==> config.mk <==
export PLATFORM = sky130hd
export DESIGN_NAME = buffer_pool_pin_lru_table_core
export DESIGN_NICKNAME = d
export VERILOG_FILES = /design/src/hdl/bpl_pkg.sv /design/src/hdl/bpl_slot_ram.sv /design/src/hdl/bpl_slot_alu.sv /design/src/hdl/buffer_pool_pin_lru_table_core.sv
export SDC_FILE = /design/constraint.sdc
export NUM_CORES = 2
export LEC_CHECK = 0
export ABC_AREA = 1
export BUFFER_PORTS_ARGS = -buffer_cell sky130_fd_sc_hd__clkbuf_2
export CAP_MARGIN = 10
export CORE_MARGIN = 2
export CORE_UTILIZATION = 60
export CTS_CLUSTER_SIZE = 12
export DETAILED_ROUTE_END_ITERATION = 7
export PLACE_DENSITY = 0.77
export SLEW_MARGIN = 10
export SYNTH_ARGS = -nofsm -noshare
export SYNTH_HDL_FRONTEND = slang
export SYNTH_HIERARCHICAL = 1
export SYNTH_SLANG_ARGS = --single-unit
==> constraint.sdc <==
create_clock -name clk -period 6.2 [get_ports clk]
set_input_delay 0.31 -clock clk [delete_from_list [all_inputs] [get_ports clk]]
set_output_delay 0.31 -clock clk [all_outputs]
set_load 0.01 [all_outputs]
==> src/hdl/bpl_pkg.sv <==
// Shared types and codes for the buffer pool pin/LRU directory.
// No dependencies; used by bpl_slot_alu and buffer_pool_pin_lru_table_core.
`default_nettype none

package bpl_pkg;

    localparam int FILE_W   = 16;
    localparam int BLOCK_W  = 32;
    localparam int HANDLE_W = 32;
    localparam int CAP_W    = 5;
    localparam int FREE_W   = 6;
    localparam int CMD_W    = 2;
    localparam int STAT_W   = 2;

    localparam logic [CMD_W-1:0] CMD_INSERT = 2'd0;
    localparam logic [CMD_W-1:0] CMD_UNPIN  = 2'd1;
    localparam logic [CMD_W-1:0] CMD_LOOKUP = 2'd2;

    localparam logic [STAT_W-1:0] ST_OK       = 2'd0;
    localparam logic [STAT_W-1:0] ST_MISS     = 2'd1;
    localparam logic [STAT_W-1:0] ST_FULL     = 2'd2;
    localparam logic [STAT_W-1:0] ST_UNPINNED = 2'd3;

    localparam logic [CAP_W-1:0] CAP_RESET = 5'd16;

    // Lookup key of one entry.
    typedef struct packed {
        logic [FILE_W-1:0]  file;
        logic [BLOCK_W-1:0] block;
    } key_t;

    // Per-slot edit selected by the sequencer during the update pass.
    typedef struct packed {
        logic leave;        // drop ranks above rank_arg by one
        logic evict_here;   // invalidate this slot
        logic fill_here;    // write the new pinned entry here
        logic repin_here;   // mark pinned, rank back to zero
        logic unpin_here;   // mark unpinned at tail rank
        logic handle_here;  // replace stored handle
    } slot_op_t;

endpackage

`default_nettype wire

==> src/hdl/bpl_slot_ram.sv <==
// Slot memory: one write port, one registered read port.
// No dependencies.
`default_nettype none

module bpl_slot_ram #(
    parameter int DEPTH = 16,
    parameter int WIDTH = 86
) (
    input  wire logic                     clk,
    input  wire logic                     rd_en,
    input  wire logic [$clog2(DEPTH)-1:0] rd_addr,
    output logic      [WIDTH-1:0]         rd_data,
    input  wire logic                     wr_en,
    input  wire logic [$clog2(DEPTH)-1:0] wr_addr,
    input  wire logic [WIDTH-1:0]         wr_data
);

    logic [WIDTH-1:0] mem [DEPTH];

    always_ff @(posedge clk)
    begin
        if (wr_en)
        begin
            mem[wr_addr] <= wr_data;
        end
        if (rd_en)
        begin
            rd_data <= mem[rd_addr];
        end
    end

endmodule

`default_nettype wire

==> src/hdl/bpl_slot_alu.sv <==
// Shared per-slot unit: key compare / victim test on the scan pass,
// record rewrite on the update pass. Depends on bpl_pkg.
`default_nettype none

module bpl_slot_alu import bpl_pkg::*; #(
    parameter int RW = 4
) (
    input  wire key_t                   req_key,
    input  wire logic [HANDLE_W-1:0]    req_handle,
    input  wire logic                   rec_valid,
    input  wire logic                   rec_pinned,
    input  wire logic [RW-1:0]          rec_rank,
    input  wire key_t                   rec_key,
    input  wire logic [HANDLE_W-1:0]    rec_handle,
    input  wire slot_op_t               op,
    input  wire logic [RW-1:0]          rank_arg,
    output logic                        hit,
    output logic                        free,
    output logic                        cand,
    output logic                        nxt_valid,
    output logic                        nxt_pinned,
    output logic [RW-1:0]               nxt_rank,
    output key_t                        nxt_key,
    output logic [HANDLE_W-1:0]         nxt_handle
);

    assign hit  = rec_valid && (rec_key == req_key);
    assign free = !rec_valid;
    assign cand = rec_valid && !rec_pinned && (rec_rank == '0);

    always_comb
    begin
        nxt_valid  = rec_valid;
        nxt_pinned = rec_pinned;
        nxt_rank   = rec_rank;
        nxt_key    = rec_key;
        nxt_handle = rec_handle;

        if (op.leave && rec_valid && !rec_pinned && (rec_rank > rank_arg))
        begin
            nxt_rank = rec_rank - RW'(1);
        end
        if (op.evict_here)
        begin
            nxt_valid = 1'b0;
        end
        if (op.repin_here)
        begin
            nxt_pinned = 1'b1;
            nxt_rank   = '0;
        end
        if (op.unpin_here)
        begin
            nxt_pinned = 1'b0;
            nxt_rank   = rank_arg;
        end
        if (op.handle_here)
        begin
            nxt_handle = req_handle;
        end
        // a fill may land on the slot just evicted; it wins
        if (op.fill_here)
        begin
            nxt_valid  = 1'b1;
            nxt_pinned = 1'b1;
            nxt_rank   = '0;
            nxt_key    = req_key;
            nxt_handle = req_handle;
        end
    end

endmodule

`default_nettype wire

==> src/hdl/buffer_pool_pin_lru_table_core.sv <==
// Buffer pool directory with pinning and least-recently-unpinned eviction.
// Depends on bpl_pkg, bpl_slot_ram, bpl_slot_alu.
//
//   Channel  Handshake             Payload
//   -------  --------------------  ----------------------------------------------
//   in       in_valid / in_ready   command, file_id, block_number, frame_handle
//   out      out_valid / out_ready status, found_handle, evicted, evicted_file,
//                                  evicted_block, free_space
//   cfg      cfg_valid / cfg_ready cfg_data (capacity)
//
// A request makes one scan pass over the slot memory and, when it edits the
// table, one read-modify-write pass as well, one slot per cycle through its
// single read port. After reset the memory is cleared, one slot per cycle;
// in_ready stays low meanwhile, cfg writes are taken. A finished result sits
// in the output register, so the next request is taken while out_ready is low.
`default_nettype none

module buffer_pool_pin_lru_table_core import bpl_pkg::*; #(
    parameter int TABLE_DEPTH = 16
) (
    input  wire logic                       clk,
    input  wire logic                       rst_n,
    input  wire logic                       in_valid,
    output logic                            in_ready,
    input  wire logic [CMD_W-1:0]           command,
    input  wire logic [FILE_W-1:0]          file_id,
    input  wire logic [BLOCK_W-1:0]         block_number,
    input  wire logic [HANDLE_W-1:0]        frame_handle,
    output logic                            out_valid,
    input  wire logic                       out_ready,
    output logic [STAT_W-1:0]               status,
    output logic [HANDLE_W-1:0]             found_handle,
    output logic                            evicted,
    output logic [FILE_W-1:0]               evicted_file,
    output logic [BLOCK_W-1:0]              evicted_block,
    output logic signed [FREE_W-1:0]        free_space,
    input  wire logic                       cfg_valid,
    output logic                            cfg_ready,
    input  wire logic [CAP_W-1:0]           cfg_data
);

    // index / rank width and count width
    localparam int IW   = $clog2(TABLE_DEPTH);
    localparam int CW   = $clog2(TABLE_DEPTH + 1);
    localparam int CMPW = (CW > CAP_W) ? CW : CAP_W;
    localparam int FSW  = CMPW + 1;
    localparam logic [IW-1:0] LAST_IDX = IW'(TABLE_DEPTH - 1);
    localparam logic signed [FSW-1:0] FS_HI = FSW'(31);
    localparam logic signed [FSW-1:0] FS_LO = FSW'(-32);

    localparam logic [2:0] S_CLEAR    = 3'd0;
    localparam logic [2:0] S_IDLE     = 3'd1;
    localparam logic [2:0] S_SCAN     = 3'd2;
    localparam logic [2:0] S_SCAN_END = 3'd3;
    localparam logic [2:0] S_DECIDE   = 3'd4;
    localparam logic [2:0] S_UPDATE   = 3'd5;
    localparam logic [2:0] S_UPD_END  = 3'd6;
    localparam logic [2:0] S_DONE     = 3'd7;

    typedef struct packed {
        logic                valid;
        logic                pinned;
        logic [IW-1:0]       rank;
        key_t                key;
        logic [HANDLE_W-1:0] handle;
    } slot_rec_t;

    localparam int REC_W = $bits(slot_rec_t);

    // sequencer
    logic [2:0]    state_reg, state_next;
    logic [IW-1:0] idx_reg, idx_next;
    logic          pipe_vld_reg, pipe_vld_next;
    logic          pipe_upd_reg, pipe_upd_next;
    logic [IW-1:0] pipe_idx_reg, pipe_idx_next;

    // captured request
    logic [CMD_W-1:0]    cmd_reg, cmd_next;
    key_t                key_reg, key_next;
    logic [HANDLE_W-1:0] handle_reg, handle_next;

    // scan findings
    logic                hit_found_reg, hit_found_next;
    logic [IW-1:0]       hit_idx_reg, hit_idx_next;
    logic                hit_pinned_reg, hit_pinned_next;
    logic [IW-1:0]       hit_rank_reg, hit_rank_next;
    logic [HANDLE_W-1:0] hit_handle_reg, hit_handle_next;
    logic                free_found_reg, free_found_next;
    logic [IW-1:0]       free_idx_reg, free_idx_next;
    logic                vic_found_reg, vic_found_next;
    logic [IW-1:0]       vic_idx_reg, vic_idx_next;
    key_t                vic_key_reg, vic_key_next;

    // edit plan for the update pass
    logic          leave_reg, leave_next;
    logic          evict_reg, evict_next;
    logic          fill_reg, fill_next;
    logic [IW-1:0] fill_idx_reg, fill_idx_next;
    logic          repin_reg, repin_next;
    logic          unpin_reg, unpin_next;
    logic          sethdl_reg, sethdl_next;
    logic [IW-1:0] rank_arg_reg, rank_arg_next;

    // pending result
    logic [STAT_W-1:0]   res_status_reg, res_status_next;
    logic [HANDLE_W-1:0] res_found_reg, res_found_next;
    logic                res_ev_reg, res_ev_next;
    key_t                res_evkey_reg, res_evkey_next;

    // counters and config
    logic [CW-1:0]    pinned_count_reg, pinned_count_next;
    logic [CW-1:0]    unpinned_count_reg, unpinned_count_next;
    logic [CAP_W-1:0] capacity_reg, capacity_next;

    // output register
    logic                    out_valid_reg, out_valid_next;
    logic [STAT_W-1:0]       status_reg, status_next;
    logic [HANDLE_W-1:0]     found_handle_reg, found_handle_next;
    logic                    evicted_reg, evicted_next;
    key_t                    evkey_reg, evkey_next;
    logic signed [FREE_W-1:0] free_space_reg, free_space_next;

    // memory and shared unit hookup
    logic             rd_en;
    logic [IW-1:0]    rd_addr;
    logic [REC_W-1:0] rd_data;
    logic             wr_en;
    logic [IW-1:0]    wr_addr;
    logic [REC_W-1:0] wr_data;
    slot_rec_t        rd_rec;
    slot_rec_t        upd_rec;
    slot_op_t         slot_op;
    logic             alu_hit, alu_free, alu_cand;

    logic                  need_evict;
    logic signed [FSW-1:0] fs_diff;
    logic                  in_acc;
    logic                  out_load;

    assign rd_rec = slot_rec_t'(rd_data);

    bpl_slot_ram #(
        .DEPTH (TABLE_DEPTH),
        .WIDTH (REC_W)
    ) u_ram (
        .clk     (clk),
        .rd_en   (rd_en),
        .rd_addr (rd_addr),
        .rd_data (rd_data),
        .wr_en   (wr_en),
        .wr_addr (wr_addr),
        .wr_data (wr_data)
    );

    bpl_slot_alu #(
        .RW (IW)
    ) u_alu (
        .req_key    (key_reg),
        .req_handle (handle_reg),
        .rec_valid  (rd_rec.valid),
        .rec_pinned (rd_rec.pinned),
        .rec_rank   (rd_rec.rank),
        .rec_key    (rd_rec.key),
        .rec_handle (rd_rec.handle),
        .op         (slot_op),
        .rank_arg   (rank_arg_reg),
        .hit        (alu_hit),
        .free       (alu_free),
        .cand       (alu_cand),
        .nxt_valid  (upd_rec.valid),
        .nxt_pinned (upd_rec.pinned),
        .nxt_rank   (upd_rec.rank),
        .nxt_key    (upd_rec.key),
        .nxt_handle (upd_rec.handle)
    );

    // per-slot edit; only meaningful while the update pass writes back
    always_comb
    begin
        slot_op.leave       = leave_reg;
        slot_op.evict_here  = evict_reg  && (pipe_idx_reg == vic_idx_reg);
        slot_op.fill_here   = fill_reg   && (pipe_idx_reg == fill_idx_reg);
        slot_op.repin_here  = repin_reg  && (pipe_idx_reg == hit_idx_reg);
        slot_op.unpin_here  = unpin_reg  && (pipe_idx_reg == hit_idx_reg);
        slot_op.handle_here = sethdl_reg && (pipe_idx_reg == hit_idx_reg);
    end

    assign in_ready  = (state_reg == S_IDLE);
    assign in_acc    = in_valid && in_ready;
    assign cfg_ready = 1'b1;
    assign need_evict = (CMPW'(pinned_count_reg) >= CMPW'(capacity_reg)) || !free_found_reg;
    assign out_load  = (state_reg == S_DONE) && (!out_valid_reg || out_ready);
    assign fs_diff   = $signed({1'b0, CMPW'(capacity_reg)})
                     - $signed({1'b0, CMPW'(pinned_count_reg)});

    always_comb
    begin
        state_next          = state_reg;
        idx_next            = idx_reg;
        pipe_vld_next       = 1'b0;
        pipe_upd_next       = pipe_upd_reg;
        pipe_idx_next       = pipe_idx_reg;
        cmd_next            = cmd_reg;
        key_next            = key_reg;
        handle_next         = handle_reg;
        hit_found_next      = hit_found_reg;
        hit_idx_next        = hit_idx_reg;
        hit_pinned_next     = hit_pinned_reg;
        hit_rank_next       = hit_rank_reg;
        hit_handle_next     = hit_handle_reg;
        free_found_next     = free_found_reg;
        free_idx_next       = free_idx_reg;
        vic_found_next      = vic_found_reg;
        vic_idx_next        = vic_idx_reg;
        vic_key_next        = vic_key_reg;
        leave_next          = leave_reg;
        evict_next          = evict_reg;
        fill_next           = fill_reg;
        fill_idx_next       = fill_idx_reg;
        repin_next          = repin_reg;
        unpin_next          = unpin_reg;
        sethdl_next         = sethdl_reg;
        rank_arg_next       = rank_arg_reg;
        res_status_next     = res_status_reg;
        res_found_next      = res_found_reg;
        res_ev_next         = res_ev_reg;
        res_evkey_next      = res_evkey_reg;
        pinned_count_next   = pinned_count_reg;
        unpinned_count_next = unpinned_count_reg;
        capacity_next       = capacity_reg;
        rd_en               = 1'b0;
        rd_addr             = idx_reg;
        wr_en               = 1'b0;
        wr_addr             = pipe_idx_reg;
        wr_data             = upd_rec;

        if (cfg_valid && cfg_ready)
        begin
            capacity_next = cfg_data;
        end

        // record coming out of the memory: scan bookkeeping or write-back
        if (pipe_vld_reg && !pipe_upd_reg)
        begin
            if (alu_hit && !hit_found_reg)
            begin
                hit_found_next  = 1'b1;
                hit_idx_next    = pipe_idx_reg;
                hit_pinned_next = rd_rec.pinned;
                hit_rank_next   = rd_rec.rank;
                hit_handle_next = rd_rec.handle;
            end
            if (alu_free && !free_found_reg)
            begin
                free_found_next = 1'b1;
                free_idx_next   = pipe_idx_reg;
            end
            if (alu_cand && !vic_found_reg)
            begin
                vic_found_next = 1'b1;
                vic_idx_next   = pipe_idx_reg;
                vic_key_next   = rd_rec.key;
            end
        end
        if (pipe_vld_reg && pipe_upd_reg)
        begin
            wr_en = 1'b1;
        end

        case (state_reg)
            S_CLEAR:
            begin
                wr_en   = 1'b1;
                wr_addr = idx_reg;
                wr_data = '0;
                if (idx_reg == LAST_IDX)
                begin
                    idx_next   = '0;
                    state_next = S_IDLE;
                end
                else
                begin
                    idx_next = idx_reg + IW'(1);
                end
            end
            S_IDLE:
            begin
                if (in_acc)
                begin
                    cmd_next        = command;
                    key_next.file   = file_id;
                    key_next.block  = block_number;
                    handle_next     = frame_handle;
                    hit_found_next  = 1'b0;
                    free_found_next = 1'b0;
                    vic_found_next  = 1'b0;
                    idx_next        = '0;
                    state_next      = S_SCAN;
                end
            end
            S_SCAN, S_UPDATE:
            begin
                rd_en         = 1'b1;
                pipe_vld_next = 1'b1;
                pipe_upd_next = (state_reg == S_UPDATE);
                pipe_idx_next = idx_reg;
                if (idx_reg == LAST_IDX)
                begin
                    idx_next   = '0;
                    state_next = (state_reg == S_UPDATE) ? S_UPD_END : S_SCAN_END;
                end
                else
                begin
                    idx_next = idx_reg + IW'(1);
                end
            end
            S_SCAN_END:
            begin
                state_next = S_DECIDE;
            end
            S_DECIDE:
            begin
                leave_next      = 1'b0;
                evict_next      = 1'b0;
                fill_next       = 1'b0;
                fill_idx_next   = free_idx_reg;
                repin_next      = 1'b0;
                unpin_next      = 1'b0;
                sethdl_next     = 1'b0;
                rank_arg_next   = '0;
                res_status_next = ST_OK;
                res_found_next  = '0;
                res_ev_next     = 1'b0;
                res_evkey_next  = '0;
                case (cmd_reg)
                    CMD_INSERT:
                    begin
                        if (hit_found_reg)
                        begin
                            sethdl_next = 1'b1;
                            repin_next  = 1'b1;
                            if (!hit_pinned_reg)
                            begin
                                leave_next          = 1'b1;
                                rank_arg_next       = hit_rank_reg;
                                pinned_count_next   = pinned_count_reg + CW'(1);
                                unpinned_count_next = unpinned_count_reg - CW'(1);
                            end
                        end
                        else if (need_evict)
                        begin
                            if (!vic_found_reg)
                            begin
                                res_status_next = ST_FULL;
                            end
                            else
                            begin
                                // oldest unpinned entry goes, its rank is zero
                                res_ev_next         = 1'b1;
                                res_evkey_next      = vic_key_reg;
                                evict_next          = 1'b1;
                                leave_next          = 1'b1;
                                fill_next           = 1'b1;
                                fill_idx_next       = free_found_reg ? free_idx_reg
                                                                     : vic_idx_reg;
                                pinned_count_next   = pinned_count_reg + CW'(1);
                                unpinned_count_next = unpinned_count_reg - CW'(1);
                            end
                        end
                        else
                        begin
                            fill_next         = 1'b1;
                            pinned_count_next = pinned_count_reg + CW'(1);
                        end
                    end
                    CMD_UNPIN:
                    begin
                        if (!hit_found_reg)
                        begin
                            res_status_next = ST_MISS;
                        end
                        else if (!hit_pinned_reg)
                        begin
                            res_status_next = ST_UNPINNED;
                        end
                        else
                        begin
                            // new tail of the unpinned order
                            unpin_next          = 1'b1;
                            rank_arg_next       = unpinned_count_reg[IW-1:0];
                            unpinned_count_next = unpinned_count_reg + CW'(1);
                            if (pinned_count_reg != '0)
                            begin
                                pinned_count_next = pinned_count_reg - CW'(1);
                            end
                        end
                    end
                    CMD_LOOKUP:
                    begin
                        if (!hit_found_reg)
                        begin
                            res_status_next = ST_MISS;
                        end
                        else
                        begin
                            res_found_next = hit_handle_reg;
                            repin_next     = 1'b1;
                            if (!hit_pinned_reg)
                            begin
                                leave_next          = 1'b1;
                                rank_arg_next       = hit_rank_reg;
                                pinned_count_next   = pinned_count_reg + CW'(1);
                                unpinned_count_next = unpinned_count_reg - CW'(1);
                            end
                        end
                    end
                    default:
                    begin
                        res_status_next = ST_OK;
                    end
                endcase
                if ((cmd_reg == CMD_INSERT && (hit_found_reg || !need_evict || vic_found_reg))
                    || (cmd_reg == CMD_UNPIN && hit_found_reg && hit_pinned_reg)
                    || (cmd_reg == CMD_LOOKUP && hit_found_reg))
                begin
                    state_next = S_UPDATE;
                end
                else
                begin
                    state_next = S_DONE;
                end
            end
            S_UPD_END:
            begin
                state_next = S_DONE;
            end
            S_DONE:
            begin
                if (out_load)
                begin
                    state_next = S_IDLE;
                end
            end
            default:
            begin
                state_next = S_IDLE;
            end
        endcase
    end

    // output register
    always_comb
    begin
        out_valid_next    = out_valid_reg;
        status_next       = status_reg;
        found_handle_next = found_handle_reg;
        evicted_next      = evicted_reg;
        evkey_next        = evkey_reg;
        free_space_next   = free_space_reg;
        if (out_load)
        begin
            out_valid_next    = 1'b1;
            status_next       = res_status_reg;
            found_handle_next = res_found_reg;
            evicted_next      = res_ev_reg;
            evkey_next        = res_evkey_reg;
            if (fs_diff > FS_HI)
            begin
                free_space_next = FS_HI[FREE_W-1:0];
            end
            else if (fs_diff < FS_LO)
            begin
                free_space_next = FS_LO[FREE_W-1:0];
            end
            else
            begin
                free_space_next = fs_diff[FREE_W-1:0];
            end
        end
        else if (out_ready)
        begin
            out_valid_next = 1'b0;
        end
    end

    assign out_valid     = out_valid_reg;
    assign status        = status_reg;
    assign found_handle  = found_handle_reg;
    assign evicted       = evicted_reg;
    assign evicted_file  = evkey_reg.file;
    assign evicted_block = evkey_reg.block;
    assign free_space    = free_space_reg;

    always_ff @(posedge clk or negedge rst_n)
    begin
        if (!rst_n)
        begin
            state_reg          <= S_CLEAR;
            idx_reg            <= '0;
            pipe_vld_reg       <= 1'b0;
            pipe_upd_reg       <= 1'b0;
            hit_found_reg      <= 1'b0;
            free_found_reg     <= 1'b0;
            vic_found_reg      <= 1'b0;
            leave_reg          <= 1'b0;
            evict_reg          <= 1'b0;
            fill_reg           <= 1'b0;
            repin_reg          <= 1'b0;
            unpin_reg          <= 1'b0;
            sethdl_reg         <= 1'b0;
            pinned_count_reg   <= '0;
            unpinned_count_reg <= '0;
            capacity_reg       <= CAP_RESET;
            out_valid_reg      <= 1'b0;
        end
        else
        begin
            state_reg          <= state_next;
            idx_reg            <= idx_next;
            pipe_vld_reg       <= pipe_vld_next;
            pipe_upd_reg       <= pipe_upd_next;
            hit_found_reg      <= hit_found_next;
            free_found_reg     <= free_found_next;
            vic_found_reg      <= vic_found_next;
            leave_reg          <= leave_next;
            evict_reg          <= evict_next;
            fill_reg           <= fill_next;
            repin_reg          <= repin_next;
            unpin_reg          <= unpin_next;
            sethdl_reg         <= sethdl_next;
            pinned_count_reg   <= pinned_count_next;
            unpinned_count_reg <= unpinned_count_next;
            capacity_reg       <= capacity_next;
            out_valid_reg      <= out_valid_next;
        end
    end

    // payload registers, no reset
    always_ff @(posedge clk)
    begin
        pipe_idx_reg     <= pipe_idx_next;
        cmd_reg          <= cmd_next;
        key_reg          <= key_next;
        handle_reg       <= handle_next;
        hit_idx_reg      <= hit_idx_next;
        hit_pinned_reg   <= hit_pinned_next;
        hit_rank_reg     <= hit_rank_next;
        hit_handle_reg   <= hit_handle_next;
        free_idx_reg     <= free_idx_next;
        vic_idx_reg      <= vic_idx_next;
        vic_key_reg      <= vic_key_next;
        fill_idx_reg     <= fill_idx_next;
        rank_arg_reg     <= rank_arg_next;
        res_status_reg   <= res_status_next;
        res_found_reg    <= res_found_next;
        res_ev_reg       <= res_ev_next;
        res_evkey_reg    <= res_evkey_next;
        status_reg       <= status_next;
        found_handle_reg <= found_handle_next;
        evicted_reg      <= evicted_next;
        evkey_reg        <= evkey_next;
        free_space_reg   <= free_space_next;
    end

`ifndef SYNTHESIS
    // write-back trails the read by one slot, never the same address
    a_ram_no_collide: assert property (@(posedge clk) disable iff (!rst_n)
        (wr_en && rd_en) |-> (wr_addr != rd_addr))
        else $error("slot memory read and write hit the same address");

    // every counted entry occupies a slot
    a_count_bound: assert property (@(posedge clk) disable iff (!rst_n)
        (({1'b0, pinned_count_reg} + {1'b0, unpinned_count_reg})
            <= (CW + 1)'(TABLE_DEPTH)))
        else $error("pinned plus unpinned count exceeds table depth");

    // counters move only when the edit plan is made
    a_count_stable: assert property (@(posedge clk) disable iff (!rst_n)
        (state_reg != S_DECIDE) |=>
            ($stable(pinned_count_reg) && $stable(unpinned_count_reg)))
        else $error("entry counters changed outside the decision step");

    // an eviction is only reported on a successful request
    a_evict_ok: assert property (@(posedge clk) disable iff (!rst_n)
        (out_valid_reg && evicted_reg) |-> (status_reg == ST_OK))
        else $error("eviction reported with a failing status");
`endif

endmodule

`default_nettype wire

==> results.json <==
{
  "grt_overflow": 0,
  "cp_common_cell": "buf_4",
  "cpLargestDelayFamily": "simple AND/OR/NAND/NOR gates",
  "antenna_found_initial": 8,
  "slew_viol_final": 0,
  "synth_seq_area_share_pct": 70.9,
  "routed_via_density": 5.68,
  "endpoint_kind": "flip-flop",
  "worstPathCellList": "xor2_1 > nor4_2 > buf_4 > buf_4 > nand2_1 > o21ai_0 > inv_1 > nor2_1",
  "failed_checks": "DRC",
  "cts_htree_levels": 4,
  "coreArea_sq_mm": 0.130,
  "insertion_delay_ps": 830,
  "startpoint_type": "flip-flop",
  "avgRoutedWirePerCell_um": 21.4,
  "leakage_nw": 36.7,
  "syn_nets": 7279,
  "wl_um": 198000,
  "finish.instance_area_sq_mm": 0.0872,
  "final_hold_viol_count": 0,
  "timing.final.crit_share_pct": 60.0,
  "die_h_um": 366,
  "rsz0062_at_grt": "no",
  "fill_cells": 8891,
  "post-place-ws_ps": 2580,
  "synth.avg_cell_area_sq_um": 11.0,
  "crit_slowest_cell": "nor2_1",
  "cp.required_ps": 6680,
  "postCtsSetupBuffers": 0,
  "nets": 7494,
  "post_cts_resized": 0,
  "yosysUniqueCellTypes": 46,
  "cts_sinks": 1858,
  "cts-root-to-sink-buffers": 3,
  "path_class": "flip-flop to flip-flop",
  "min-delay-path-class": "input port to asynchronous set/reset pin",
  "tightest_slew_ps": 1250,
  "rows": 132,
  "place.gp.congestion": 0.885,
  "yosysWarnings": 6,
  "power_density_mw_per_mm2": 476,
  "io_buffers": 182,
  "cap_violations": 0,
  "crit_buf_inv": 3,
  "seqCellArea_sq_mm": 0.0556,
  "slew_headroom_pct": 16.5,
  "tns_ps": 0,
  "netlist_area_sq_mm": 0.0785,
  "die_area_sq_mm": 0.134,
  "drc": 1,
  "ys_ff_latch": 1858,
  "path_clk_slew_ps": 60,
  "ir_drop_mv": 0.358,
  "netlist_instances": 7164,
  "skew_ps": 29.8,
  "largest_register": "u_ram/mem",
  "fmax_mhz": 269,
  "die_w_um": 366,
  "area_growth_syn_to_layout_pct": 11.1,
  "setup_slack_ps": 2480,
  "drive_above_1_share_pct": 7.91,
  "setup_violations": 0,
  "drtPass1Iterations": 8,
  "grt_max_degree": 223,
  "cts_tree": "yes",
  "root_buffer": "clkbuf_16",
  "cts_inserted_buffers": 185,
  "grt_pass1_wl_um": 294000,
  "grt_pass1_vias": 49738,
  "slowest_delay_ps": 810,
  "dpl.hpwl_um": 103000,
  "status": "finished with violations",
  "ios": 184,
  "multi_input_area_sq_mm": 0.0164,
  "critPathArrivalTime_ps": 4200,
  "grt_util_all_layers_pct": 29.4,
  "reg_top3": "u_ram/mem: 1376 flops, u_ram/rd_data: 86 flops",
  "drtAntennaViolNets": 0,
  "n_antenna_cell": 0,
  "start_util_pct": 60.5,
  "crit_fanout": 74,
  "dpl_cell_area_sq_mm": 0.0809,
  "drtIter0Drc": 8228,
  "period_minus_slack_ps": 3720,
  "via_count": 52427,
  "largest_reg_flops": 1376
}
-- per-stage QoR --
stage | util [%] | hold slack (ps) | instances | power [mW]
final | 67.3 | 183 | 9226 | 41.5
after detailed placement | 62.4 | 405 | 8838 | 31.0
after global placement | 62.4 | 402 | 8838 | 30.6
after global routing | 67.3 | 173 | 9226 | 43.3
after CTS | 67.3 | 138 | 9226 | 41.3
after floorplan | - | 14.4 | 7164 | 27.0
-- placed cells by master (no fill, tap or decap), types with 6 or more instances in the layout --
master,instances
a21oi_1,26
buf_12,13
buf_4,63
clkbuf_1,52
clkbuf_16,188
clkbuf_2,182
clkinv_1,24
clkinv_2,9
dfrtp_1,28
dlygate4sd3_1,96
edfxtp_1,1825
ha_1,22
inv_1,1303
inv_2,9
inv_6,7
mux2_2,6
mux2_4,30
nand2_1,2075
nand2_2,7
nand3_1,1078
nand4_1,12
nor2_1,200
nor2_2,12
nor2_4,19
o21ai_0,85
o21ai_1,17
o22ai_1,9
xnor2_1,16
xor2_1,12
-- power breakdown --
| group | leakage [nW] | internal, mW | total [mW] | switching, mW |
|---|---|---|---|---|
| clock network | 2.61 | 5.71 | 10.3 | 4.55 |
| registers | 17.0 | 17.8 | 18.9 | 1.08 |
| logic | 17.1 | 3.09 | 12.4 | 9.33 |
-- synth_stat cells (all sizes together) --
cell	n	area share (%)
inv	1318	6.3
nor3	9	0.099
fa	1	0.026
nor2	232	1.2
mux2	36	0.66
o211ai	1	0.0096
a31oi	1	0.0080
and3	1	0.0080
buf	244	1.7
o22ai	9	0.072
or2	6	0.048
nand4	12	0.096
xnor2	16	0.18
nand3b	2	0.019
ha	22	0.35
xor2	12	0.13
dfrtp	32	1.0
clkbuf	82	0.39
o21ai	103	0.66
a21oi	26	0.17
nor4	2	0.016
clkinv	3	0.014
nand2	2086	10
nand3	1081	6.9
edfxtp	1825	70
dfstp	1	0.033
conb	1	0.0048
-- layout make-up --
| class | count | area share [%] |
|---|---|---|
| Clock buffer | 242 | 5.65 |
| Clock inverter | 50 | 0.532 |
| Inverter | 1321 | 5.72 |
| Multi-Input combinational cell | 3659 | 18.8 |
| Sequential cell | 1858 | 63.8 |
| Tap cell | 1742 | 2.50 |
| Timing Repair Buffer | 354 | 2.99 |
-- worst paths after layout --
kind                                  start               end  slack [ps]  cells past startpoint
min in group clk           frame_handle[30]    handle_reg[30]         190                      2
hold / removal                        rst_n         out_valid         180                      2
max in group asynchronous             rst_n        idx_reg[0]        5290                      2
setup reg to reg            pipe_idx_reg[2]  u_ram/mem[6][55]        2480                      8
hold reg to reg            res_found_reg[9]   found_handle[9]         410                      0
setup / recovery            pipe_idx_reg[2]  u_ram/mem[6][55]        2480                      8
-- layer usage --
layer | vias up | global-route usage (%) | wire length (um)
li1 | 23624 | - | -
met1 | 24879 | 40.5 | 74400
met2 | 3398 | 46.6 | 92500
met3 | 518 | 5.84 | 23200
met4 | 8 | 11.6 | 7350
met5 | - | 0 | 61
-- cell families after synthesis --
family	synth area share, %
multiplexers	0.660
flip-flops	70.9
adder cells (fa/ha/maj)	0.376
AND/OR/NAND/NOR	18.4
other	0.00478
AO/OA/AOI/OAI	0.917
buffers and inverters	8.43
XOR/XNOR	0.312
-- what timing repair did --
| action | in CTS | in global routing |
|---|---|---|
| hold buffers | 96 | 0 |
| endpoints found under the setup margin | 0 | 0 |
| hold endpoints to repair | 130 | 0 |
(Power assumes the default switching activity.)
